===== src/hdl/lwsc_pkg.sv =====
// Shared constants for the LRU write-back sector cache controller.
package lwsc_pkg;

    // Request codes
    localparam logic [1:0] CMD_READ  = 2'd0;
    localparam logic [1:0] CMD_WRITE = 2'd1;
    localparam logic [1:0] CMD_ZERO  = 2'd2;
    localparam logic [1:0] CMD_FLUSH = 2'd3;

    localparam int CMD_W    = 2;
    localparam int SECTOR_W = 32;
    localparam int SLOT_W   = 6;

    localparam int NUM_SLOTS_DEF = 64;

endpackage


===== src/hdl/lru_writeback_sector_cache.sv =====
// Top level: tag, recency and dirty controller of a fully associative sector cache.
//
// Usage: drive i_cmd and i_sector and raise start while busy is low; the item is
// taken at that clock edge and busy stays high until its last result is out.
// Results appear on the o_ ports for one cycle each, marked by o_strobe; the
// receiver cannot hold them off and must take every strobed cycle.
// A lookup (read, write, write zeroed) gives one result with o_last set.
// It scans the tag memory one slot per cycle (N = slots in use), then walks the
// recency list memory to move the slot to the front, one entry per cycle.
// The walk ends at the slot's old recency position, or covers the whole list for a
// new or evicted slot; an eviction first reads the victim from the list tail and
// then its tag.
// A flush walks the recency list front to back and gives one result per dirty
// slot, the final one with o_last; with nothing dirty it gives a single empty
// result.
// Reset (synchronous, active low) empties the cache and clears all dirty marks;
// the memories are not cleared, only slots in use are ever read.
// busy falls in the same cycle as the final result's strobe.
module lru_writeback_sector_cache #(
    parameter int NUM_SLOTS = lwsc_pkg::NUM_SLOTS_DEF
) (
    input  logic                          i_clk,
    input  logic                          i_rst_n,
    input  logic                          start,
    output logic                          busy,
    input  logic [lwsc_pkg::CMD_W-1:0]    i_cmd,
    input  logic [lwsc_pkg::SECTOR_W-1:0] i_sector,
    output logic                          o_strobe,
    output logic                          o_hit,
    output logic [lwsc_pkg::SLOT_W-1:0]   o_slot,
    output logic                          o_fill_needed,
    output logic                          o_writeback_valid,
    output logic [lwsc_pkg::SECTOR_W-1:0] o_writeback_sector,
    output logic                          o_last
);

    localparam int SW  = $clog2(NUM_SLOTS);
    localparam int CW  = $clog2(NUM_SLOTS + 1);
    localparam int SEW = lwsc_pkg::SECTOR_W;
    localparam int SLW = lwsc_pkg::SLOT_W;
    localparam logic [CW-1:0] FULL = CW'(NUM_SLOTS);

    typedef enum logic [2:0] {
        S_IDLE, S_SCAN, S_VRANK, S_VSLOT, S_VTAG, S_SHIFT, S_DONE, S_FLUSH
    } t_state;

    t_state r_state;

    logic [CW-1:0]        r_cnt;
    logic [CW-1:0]        r_idx;
    logic                 r_pend;
    logic [SW-1:0]        r_pidx;
    logic [1:0]           r_cmd;
    logic [SEW-1:0]       r_sector;
    logic [SW-1:0]        r_slot;
    logic [SW-1:0]        r_carry;
    logic                 r_hit;
    logic                 r_new;
    logic                 r_wbv;
    logic [SEW-1:0]       r_wbs;
    logic [NUM_SLOTS-1:0] r_dirty;
    // flush pipeline: tag read stage and one-deep result buffer
    logic                 r_p2;
    logic [SW-1:0]        r_p2slot;
    logic                 r_bufv;
    logic [SW-1:0]        r_bufslot;
    logic [SEW-1:0]       r_bufsec;

    logic           tag_we;
    logic [SW-1:0]  tag_raddr;
    logic [SEW-1:0] tag_rdata;
    logic           ord_we;
    logic [SW-1:0]  ord_waddr;
    logic [SW-1:0]  ord_raddr;
    logic [SW-1:0]  ord_rdata;
    logic           shift_tail;

    assign busy = (r_state != S_IDLE);

    // sector held by each slot
    lwsc_ram #(.WIDTH(SEW), .DEPTH(NUM_SLOTS)) u_tag_ram (
        .i_clk   (i_clk),
        .i_we    (tag_we),
        .i_waddr (r_slot),
        .i_wdata (r_sector),
        .i_raddr (tag_raddr),
        .o_rdata (tag_rdata)
    );

    // recency list: entry r holds the slot at recency position r
    lwsc_ram #(.WIDTH(SW), .DEPTH(NUM_SLOTS)) u_ord_ram (
        .i_clk   (i_clk),
        .i_we    (ord_we),
        .i_waddr (ord_waddr),
        .i_wdata (r_carry),
        .i_raddr (ord_raddr),
        .o_rdata (ord_rdata)
    );

    // for a new slot, the last old entry goes to the new tail once all old entries moved down
    assign shift_tail = (r_state == S_SHIFT) && !r_pend && (r_idx == r_cnt) && r_new;

    // memory addressing
    always_comb begin
        tag_we    = (r_state == S_DONE) && !r_hit;
        tag_raddr = r_idx[SW-1:0];
        ord_raddr = r_idx[SW-1:0];
        ord_we    = 1'b0;
        ord_waddr = r_pidx;
        unique case (r_state)
            S_VRANK: ord_raddr = SW'(r_cnt - CW'(1));
            S_VSLOT: tag_raddr = ord_rdata;
            S_FLUSH: tag_raddr = ord_rdata;
            S_SHIFT: begin
                if (r_pend) begin
                    ord_we = 1'b1;
                end else if (shift_tail) begin
                    ord_we    = 1'b1;
                    ord_waddr = r_cnt[SW-1:0];
                end
            end
            default: ;
        endcase
    end

    // sequencer
    always_ff @(posedge i_clk) begin
        if (!i_rst_n) begin
            r_state  <= S_IDLE;
            r_cnt    <= '0;
            r_dirty  <= '0;
            r_pend   <= 1'b0;
            r_p2     <= 1'b0;
            r_bufv   <= 1'b0;
            o_strobe <= 1'b0;
        end else begin
            o_strobe <= 1'b0;
            unique case (r_state)
                S_IDLE: begin
                    if (start) begin
                        r_cmd    <= i_cmd;
                        r_sector <= i_sector;
                        r_idx    <= '0;
                        r_pend   <= 1'b0;
                        r_p2     <= 1'b0;
                        r_bufv   <= 1'b0;
                        r_state  <= (i_cmd == lwsc_pkg::CMD_FLUSH) ? S_FLUSH : S_SCAN;
                    end
                end
                S_SCAN: begin
                    if (r_pend && tag_rdata == r_sector) begin
                        // hit
                        r_hit   <= 1'b1;
                        r_new   <= 1'b0;
                        r_slot  <= r_pidx;
                        r_carry <= r_pidx;
                        r_wbv   <= 1'b0;
                        r_wbs   <= '0;
                        r_idx   <= '0;
                        r_pend  <= 1'b0;
                        r_state <= S_SHIFT;
                    end else if (r_idx == r_cnt) begin
                        r_hit  <= 1'b0;
                        r_pend <= 1'b0;
                        if (r_cnt != FULL) begin
                            r_new   <= 1'b1;
                            r_slot  <= r_cnt[SW-1:0];
                            r_carry <= r_cnt[SW-1:0];
                            r_wbv   <= 1'b0;
                            r_wbs   <= '0;
                            r_idx   <= '0;
                            r_state <= S_SHIFT;
                        end else begin
                            r_new   <= 1'b0;
                            r_state <= S_VRANK;
                        end
                    end else begin
                        r_pend <= 1'b1;
                        r_pidx <= r_idx[SW-1:0];
                        r_idx  <= r_idx + CW'(1);
                    end
                end
                S_VRANK: r_state <= S_VSLOT;
                S_VSLOT: begin
                    // least recent slot is the victim
                    r_slot  <= ord_rdata;
                    r_carry <= ord_rdata;
                    r_state <= S_VTAG;
                end
                S_VTAG: begin
                    r_wbv   <= r_dirty[r_slot];
                    r_wbs   <= r_dirty[r_slot] ? tag_rdata : '0;
                    r_idx   <= '0;
                    r_pend  <= 1'b0;
                    r_state <= S_SHIFT;
                end
                S_SHIFT: begin
                    if (r_pend && ord_rdata == r_slot) begin
                        r_pend  <= 1'b0;
                        r_state <= S_DONE;
                    end else begin
                        if (r_pend) begin
                            r_carry <= ord_rdata;
                        end
                        if (r_idx != r_cnt) begin
                            r_pend <= 1'b1;
                            r_pidx <= r_idx[SW-1:0];
                            r_idx  <= r_idx + CW'(1);
                        end else begin
                            r_pend <= 1'b0;
                            if (!r_pend) begin
                                r_state <= S_DONE;
                            end
                        end
                    end
                end
                S_DONE: begin
                    if (r_hit) begin
                        if (r_cmd != lwsc_pkg::CMD_READ) begin
                            r_dirty[r_slot] <= 1'b1;
                        end
                    end else begin
                        r_dirty[r_slot] <= (r_cmd != lwsc_pkg::CMD_READ);
                    end
                    if (r_new) begin
                        r_cnt <= r_cnt + CW'(1);
                    end
                    o_strobe           <= 1'b1;
                    o_hit              <= r_hit;
                    o_slot             <= SLW'(r_slot);
                    o_fill_needed      <= !r_hit && (r_cmd != lwsc_pkg::CMD_ZERO);
                    o_writeback_valid  <= r_wbv;
                    o_writeback_sector <= r_wbs;
                    o_last             <= 1'b1;
                    r_state            <= S_IDLE;
                end
                S_FLUSH: begin
                    // stage 0: read recency list in order
                    if (r_idx != r_cnt) begin
                        r_pend <= 1'b1;
                        r_idx  <= r_idx + CW'(1);
                    end else begin
                        r_pend <= 1'b0;
                    end
                    // stage 1: dirty check, tag read issued
                    if (r_pend && r_dirty[ord_rdata]) begin
                        r_p2              <= 1'b1;
                        r_p2slot          <= ord_rdata;
                        r_dirty[ord_rdata] <= 1'b0;
                    end else begin
                        r_p2 <= 1'b0;
                    end
                    // stage 2: hold one item back so the final one carries last
                    if (r_p2) begin
                        if (r_bufv) begin
                            o_strobe           <= 1'b1;
                            o_hit              <= 1'b0;
                            o_slot             <= SLW'(r_bufslot);
                            o_fill_needed      <= 1'b0;
                            o_writeback_valid  <= 1'b1;
                            o_writeback_sector <= r_bufsec;
                            o_last             <= 1'b0;
                        end
                        r_bufv    <= 1'b1;
                        r_bufslot <= r_p2slot;
                        r_bufsec  <= tag_rdata;
                    end
                    if (r_idx == r_cnt && !r_pend && !r_p2) begin
                        o_strobe           <= 1'b1;
                        o_hit              <= 1'b0;
                        o_slot             <= r_bufv ? SLW'(r_bufslot) : '0;
                        o_fill_needed      <= 1'b0;
                        o_writeback_valid  <= r_bufv;
                        o_writeback_sector <= r_bufv ? r_bufsec : '0;
                        o_last             <= 1'b1;
                        r_state            <= S_IDLE;
                    end
                end
                default: r_state <= S_IDLE;
            endcase
        end
    end

    // fill count never exceeds the number of slots
    a_cnt_range: assert property (@(posedge i_clk) disable iff (!i_rst_n)
        r_cnt <= FULL) else $error("fill count out of range");

    // an accepted item makes the block busy
    a_accept_busy: assert property (@(posedge i_clk) disable iff (!i_rst_n)
        start && !busy |=> busy) else $error("item accepted but not busy");

    // busy drops only with the final result
    a_end_result: assert property (@(posedge i_clk) disable iff (!i_rst_n)
        $past(i_rst_n) && $fell(busy) |-> o_strobe && o_last)
        else $error("busy dropped without final result");

    // a result without last only comes from a flush
    a_nonlast_flush: assert property (@(posedge i_clk) disable iff (!i_rst_n)
        o_strobe && !o_last |-> r_state == S_FLUSH && o_writeback_valid)
        else $error("non-final result outside flush");

    // recency list writes stay inside the slots in use or the next free entry
    a_ord_write: assert property (@(posedge i_clk) disable iff (!i_rst_n)
        ord_we |-> CW'(ord_waddr) <= r_cnt && CW'(ord_waddr) < FULL)
        else $error("recency list write out of range");

endmodule


===== src/hdl/lwsc_ram.sv =====
// Simple dual-port memory: one write port, one registered read port.
module lwsc_ram #(
    parameter int WIDTH = 32,
    parameter int DEPTH = 64,
    localparam int AW   = (DEPTH > 1) ? $clog2(DEPTH) : 1
) (
    input  logic             i_clk,
    input  logic             i_we,
    input  logic [AW-1:0]    i_waddr,
    input  logic [WIDTH-1:0] i_wdata,
    input  logic [AW-1:0]    i_raddr,
    output logic [WIDTH-1:0] o_rdata
);

    logic [WIDTH-1:0] r_mem [DEPTH];

    // write port
    always_ff @(posedge i_clk) begin
        if (i_we) begin
            r_mem[i_waddr] <= i_wdata;
        end
    end

    // read port, registered
    always_ff @(posedge i_clk) begin
        o_rdata <= r_mem[i_raddr];
    end

endmodule

===== config.mk =====
export PLATFORM = sky130hd
export DESIGN_NAME = lru_writeback_sector_cache
export DESIGN_NICKNAME = d
export VERILOG_FILES = /design/src/hdl/lwsc_pkg.sv /design/src/hdl/lru_writeback_sector_cache.sv /design/src/hdl/lwsc_ram.sv
export SDC_FILE = /design/constraint.sdc
export NUM_CORES = 2
export LEC_CHECK = 0
export BUFFER_PORTS_ARGS = -buffer_cell sky130_fd_sc_hd__buf_2
export CAP_MARGIN = 20
export CORE_MARGIN = 3
export CORE_UTILIZATION = 60
export DETAILED_ROUTE_END_ITERATION = 10
export PLACE_DENSITY = 0.78
export REMOVE_ABC_BUFFERS = 1
export SLEW_MARGIN = 20
export SYNTH_ARGS = -nofsm -noshare
export SYNTH_HDL_FRONTEND = slang
export SYNTH_SLANG_ARGS = --single-unit

===== constraint.sdc =====
create_clock -name i_clk -period 8.18 [get_ports i_clk]
set_input_delay 1.227 -clock i_clk [delete_from_list [all_inputs] [get_ports i_clk]]
set_output_delay 1.227 -clock i_clk [all_outputs]
set_load 0.01 [all_outputs]

* After elaboration in Yosys (flattened, before gate mapping)
Memories as Yosys holds them, arrays and structs flattened. A register that Yosys moved wholly into a read port is not among the register bits. Index checks and enable logic that the tools add are counted.
Storage, ports and cells: register bits 258, output and inout port bits 44, bits in writable memories 2432, memories kept 2, input port bits 37
Operators by class: muxes and demuxes 101, magnitude comparators 4, reduce and logical (&&, ||, !) cells 43, bitwise operators 3, add/subtract/negate cells 3, equality and inequality tests 31
Memory list:
- u_tag_ram.r_mem | depth 64, width 32, rd ports 1, clocked after memory_dff 1, write ports 1, line lwsc_ram.sv:15 | logic [WIDTH-1:0] r_mem [DEPTH];
- u_ord_ram.r_mem | depth 64, width 6, rd ports 1, clocked after memory_dff 1, write ports 1, line lwsc_ram.sv:15
Operators by type and width (count):
- two-way mux 32 bit | 8
- two-way mux 64 bit | 3
- case mux 32 bit (2 select lines) | 2
- case mux 64 bit (2 select lines) | 1
- two-way mux 6 bit | 18
- AND 64 bit | 1
- bitwise mux 64 bit | 1
- inverter 64 bit | 1
- OR 64 bit | 1
- two-way mux 7 bit | 6
- case mux 6 bit (2 select lines) | 3
- case mux 7 bit (5 select lines) | 1
- two-way mux 1 bit | 34
- == test 32 bit | 1
- two-way mux 3 bit | 9
- case mux 3 bit (8 select lines) | 1
- != test 2 bit (second input constant) | 9
- case mux 6 bit (3 select lines) | 1
- AND reduction 3 bit | 6
- case mux 1 bit (2 select lines) | 8
- != test 3 bit (second input constant) | 5
- adder 7 x 1 -> 7 bit (second input constant) | 2
- < comparator 6 x 7 -> 1 bit (second input constant) | 2
- nonzero test 2 bit | 7
- other kinds (26) | 54

* Longest topological paths before layout
word-level depth 9, depth in mapped cells 11, gate-level depth less buffers 9

* By module
Synthesis repeated with hierarchy kept, for this count alone.
Unflattened totals: cell total of the unflattened synthesis 5202, area, all modules 106837.5 µm²
Modules (own cells, without submodules):
- lwsc_ram at u_tag_ram | cells an instance 3324, sequential area each 62139.6 µm², area an instance 78512.8 µm², times used 1
- lwsc_ram at u_ord_ram | cells an instance 729, sequential area each 11651.2 µm², area an instance 15205.8 µm², times used 1
- lru_writeback_sector_cache | cells an instance 1149, sequential area each 6966.7 µm², area an instance 13118.8 µm², times used 1

* Least setup slack after synthesis
No wires, ideal clock.
path type register -> register, start point register r_sector[19], end point register r_wbs[0] (enable), period minus slack after synthesis 5.341 ns, setup slack 2.839 ns, arrival time 4.877 ns, stages on the path, launching flop included 9, buffers on the path 1, cell sequence edfxtp_1 > xor2_1 > or4_1 > nor4_1 > nand3_1 > buf_1 > nand2_1 > a21oi_1 > nor3_1
On the way: word-level cells in the longest chain between the ends 4, elaborated cells between the ends (all ways) 5, classes of those cells eq/ne (3); reduce/logical (2)
RTL lines:
- start: declaration | line lru_writeback_sector_cache.sv:54 | logic [SEW-1:0] r_sector;
- start signal: assignment | line lru_writeback_sector_cache.sv:142 | r_sector <= i_sector;
- == test 32 bit (*) | line lru_writeback_sector_cache.sv:151 | if (r_pend && tag_rdata == r_sector) begin
- logical AND 1 bit (*) | line lru_writeback_sector_cache.sv:151
- != test 3 bit (no source line)
- AND reduction 4 bit (no source line) (*)
- end signal: assignment | line lru_writeback_sector_cache.sv:192 | r_wbs <= r_dirty[r_slot] ? tag_rdata : '0;
- end: declaration | line lru_writeback_sector_cache.sv:60 | logic [SEW-1:0] r_wbs;
Mark *: on every way between the ends. The rest lies on a longest branch, timed or not. A chain may end at the register's enable or synchronous reset.

* Worst setup path after layout
start point register r_sector[19], end point register r_wbs[9] (enable)
Same word-level chain as after synthesis.

==> metrics.yaml <==
setup_path:
  cp_max_fo: 65
  startpoint: "r_sector[19]"
  crit_required_ps: 8700
  start_kind: "flop"
  critPathKind: "reg -> reg"
  crit_chain: "buf_4, xor2_1, or4_1, nor4_1, nand3_1, nand2_1, o21ai_0, nor3_2, buf_4"
  cp_top_family: "simple AND/OR/NAND/NOR gates"
  slowest_delay_ps: 870
  setup.worst_path.end_class: "flop"
  crit_top_cell: "buf_4"
  crit_slowest_cell: "nand3_1"
  rr_startpoint: "r_sector[19]"
  path_buf_inv: 2
  worstPathArrival_ps: 5680
  cp.depth: 9
  setup.worst_path.end: "r_wbs[9]"
  ff2ff_path_depth: 9
  r2r_slack_ps: 3030
  r2r_end: "r_wbs[9]"
synth:
  ys.flop_type: "edfxtp_1"
  synth_top_area_share_pct: 72.5
  ys_seq_area_share_pct: 74.7
  synth.avg_cell_area_um2: 18.2
  yosys.area.top_type: "edfxtp_1"
  ys_warn_count: 0
  synth-compound-area-share_pct: 2.96
  synth_edf_count: 2612
  synthArstFlopShare_pct: 0
  netlist_area_um2: 108000
  synthAdderAreaFrac_pct: 0.0347
  synth_top_family_by_area: "multiplexers"
  ys_ff_latch: 2728
  netlist_instances: 5940
  muxShareOfSynthArea_pct: 13.6
  yosysUniqueCellTypes: 89
  synth_xor_area_share_pct: 0.486
  ys_top_cells_by_area: "edfxtp_1 (73%), mux4_2 (12%), nand2_1 (2.8%), dfxtp_1 (2.1%), nand3_1 (1.9%)"
  synth-simple-area-share_pct: 6.59
worst_hold_path:
  worstHoldStart: "r_p2slot[2]"
  hold_class: "reg -> reg"
sta:
  hold_ws_ps: 423
  max_freq_mhz: 194
  final-setup-viol-count: 0
  fin_tns_setup_ps: 0
  finClkSkew_ps: 74.1
  finalMaxSlewViolations: 0
  slew_headroom_pct: 20.1
  period_needed_ps: 5150
  hold_violations: 0
  finalCritPeriodShare_pct: 63.0
  rsz0062_at_grt: "false"
  tightest_slew_ps: 1190
  setup_ws_ps: 3030
cts:
  clkTransAtPathRegs_ps: 60
  htree_levels: 5
  cts_setup_buffers: 0
  tritoncts: "yes"
  root_buffer: "clkbuf_16"
  cts_buffers: 285
  clkLatencyLatePin_ps: 960
  cts.path.max_buffers: 4
  ctsHoldBuffers: 0
  cts.sinks: 2728
  cts_resized: 0
layout:
  regArea_um2: 80800
  area_delta_synth_final_pct: 11.7
  drive_gt1_share_pct: 21.7
  multi_input_area_um2: 26200
  nNetsFinal: 6153
  fillCellCount: 10826
routing:
  vias_per_cell: 7.12
  drc: 0
  post_drt_wl_per_cell_um: 35.1
  vias: 61736
  first_iter_violations: 10829
  drt_first_pass_iters: 6
  drt_wl_total_um: 305000
  ant_nets: 0
grt:
  grt_max_degree: 144
  grt_overflow: 0
  grt_pass1_wl_um: 437000
  antenna_found_initial: 7
  grt_pass1_vias: 61407
  gr-usage-all-layers_pct: 33.0
floorplan:
  ios: 81
  dieArea_um2: 185000
  core_um2: 179000
  start_util_pct: 60.5
  chipHeight_um: 431
  die_x_um: 431
  num_rows: 155
run_status:
  status: "finished, final reports clean"
placed_design:
  port_buffers: 80
  dpl_worst_slack_ps: 3350
  place_congestion: 0.937
  dp_hpwl_um: 154000
power:
  vdd.ir_drop.worst_v: 0.000350
  p_per_area_nw_per_um2: 321
  finalPower_mw: 38.8
  p_leak_nw: 38.2
flow_run:
  cap_violations: 0
worst min path at each step:
stage | to | cells after the start
floorplan | r_bufslot[0] | 0
global placement | r_bufslot[3] | 0
detailed placement | r_bufslot[2] | 0
finish | r_bufslot[2] | 0
CTS | r_sector[15] | 1
global route | r_bufslot[2] | 0
logic make-up (layout without fill, tap and decap cells):
family | after synthesis | after routing
adder cells (fa/ha/maj) | 3 | 3
other | 0 | 3
multiplexers | 712 | 712
AND/OR/NAND/NOR | 1608 | 1608
flip-flops | 2728 | 2728
XOR/XNOR | 60 | 60
AO/OA/AOI/OAI | 448 | 448
buffers and inverters | 381 | 758
power by group:
group | total (mW) | internal (mW) | switching [mW]
clock | 12.7 | 7.44 | 5.27
sequential | 16.1 | 15.8 | 0.336
combinational | 9.90 | 3.67 | 6.23
total | 38.8 | 26.9 | 11.8
metal layers:
metal | GRT usage (%) | vias up | routed length (um)
met1 | 44.2 | 31213 | 102000
met3 | 8.90 | 1035 | 41200
met4 | 20.0 | 6 | 22500
met2 | 49.3 | 5387 | 139000
met5 | 0 | - | 44
li1 | - | 24095 | -
cell usage in the layout, fill, tap and decap left out, types with 41 or more instances in the layout:
| cell type | n |
|---|---|
| o22ai_1 | 42 |
| and2_1 | 45 |
| nand4_1 | 47 |
| nand2_1 | 816 |
| edfxtp_1 | 2612 |
| a21oi_1 | 70 |
| clkinv_1 | 42 |
| nand3_1 | 401 |
| nor2_1 | 128 |
| mux4_2 | 599 |
| nor2_4 | 46 |
| a22oi_1 | 55 |
| buf_4 | 161 |
| clkbuf_16 | 293 |
| clkinv_2 | 48 |
| dfxtp_1 | 116 |
| a22o_1 | 41 |
| clkbuf_1 | 50 |
| buf_2 | 79 |
| mux2i_1 | 100 |
| o21ai_0 | 80 |
through the flow:
stage                     utilization [%]  std cells  area, um^2
final                                67.6       8675      121000
after global routing                 67.6       8673      121000
after CTS                            67.6       8672      121000
after detailed placement             62.5       8181      112000
after global placement               62.5       8181      112000
after floorplan                         -       5572      106000
cells in the mapped netlist (7+ instances only):
cell type  count
buf_6         24
edfxtp_1    2612
nand3_1      402
xor2_1        23
xnor2_1       37
o32ai_1       22
mux2_2         8
a22o_1        41
a21o_1         8
o21ai_0       80
nand2_1      816
buf_1         27
a22oi_2       10
a311oi_1       7
nand3b_1       9
mux2i_1      103
mux4_2       599
and2_1        45
a32oi_1       24
dfxtp_1      116
nor2b_1       15
a211oi_1      11
buf_2        106
a22oi_1       55
inv_1         13
nor3_1        30
clkbuf_1     183
nor3b_1       14
nand4_1       47
o22ai_1       42
buf_4         20
nor2_1       174
and3_1         9
a21oi_1       71
a221oi_1      17
a31oi_1        7
flip-flops by register name (all words and copies together), names as in the netlist, 7 cells and up:
| name | cells |
|---|---|
| u_ord_ram.r_mem | 384 |
| r_idx | 7 |
| r_wbs | 32 |
| r_cnt | 7 |
| u_tag_ram.r_mem | 2048 |
| o_writeback_sector | 32 |
| r_bufsec | 32 |
| u_tag_ram.o_rdata | 32 |
| r_sector | 32 |
| r_dirty | 64 |
layout make-up:
type / instances / share of cell area, %
sequential: 2728 / 66.8
multi-input combinational: 2831 / 21.7
clock buffer: 359 / 6.40
tap: 2355 / 2.44
timing repair buffer: 254 / 1.55
clock inverter: 132 / 1.06
inverter: 13 / 0.0404
antenna: 3 / 0.00621
No activity file was read; power rests on OpenSTA's default activity.
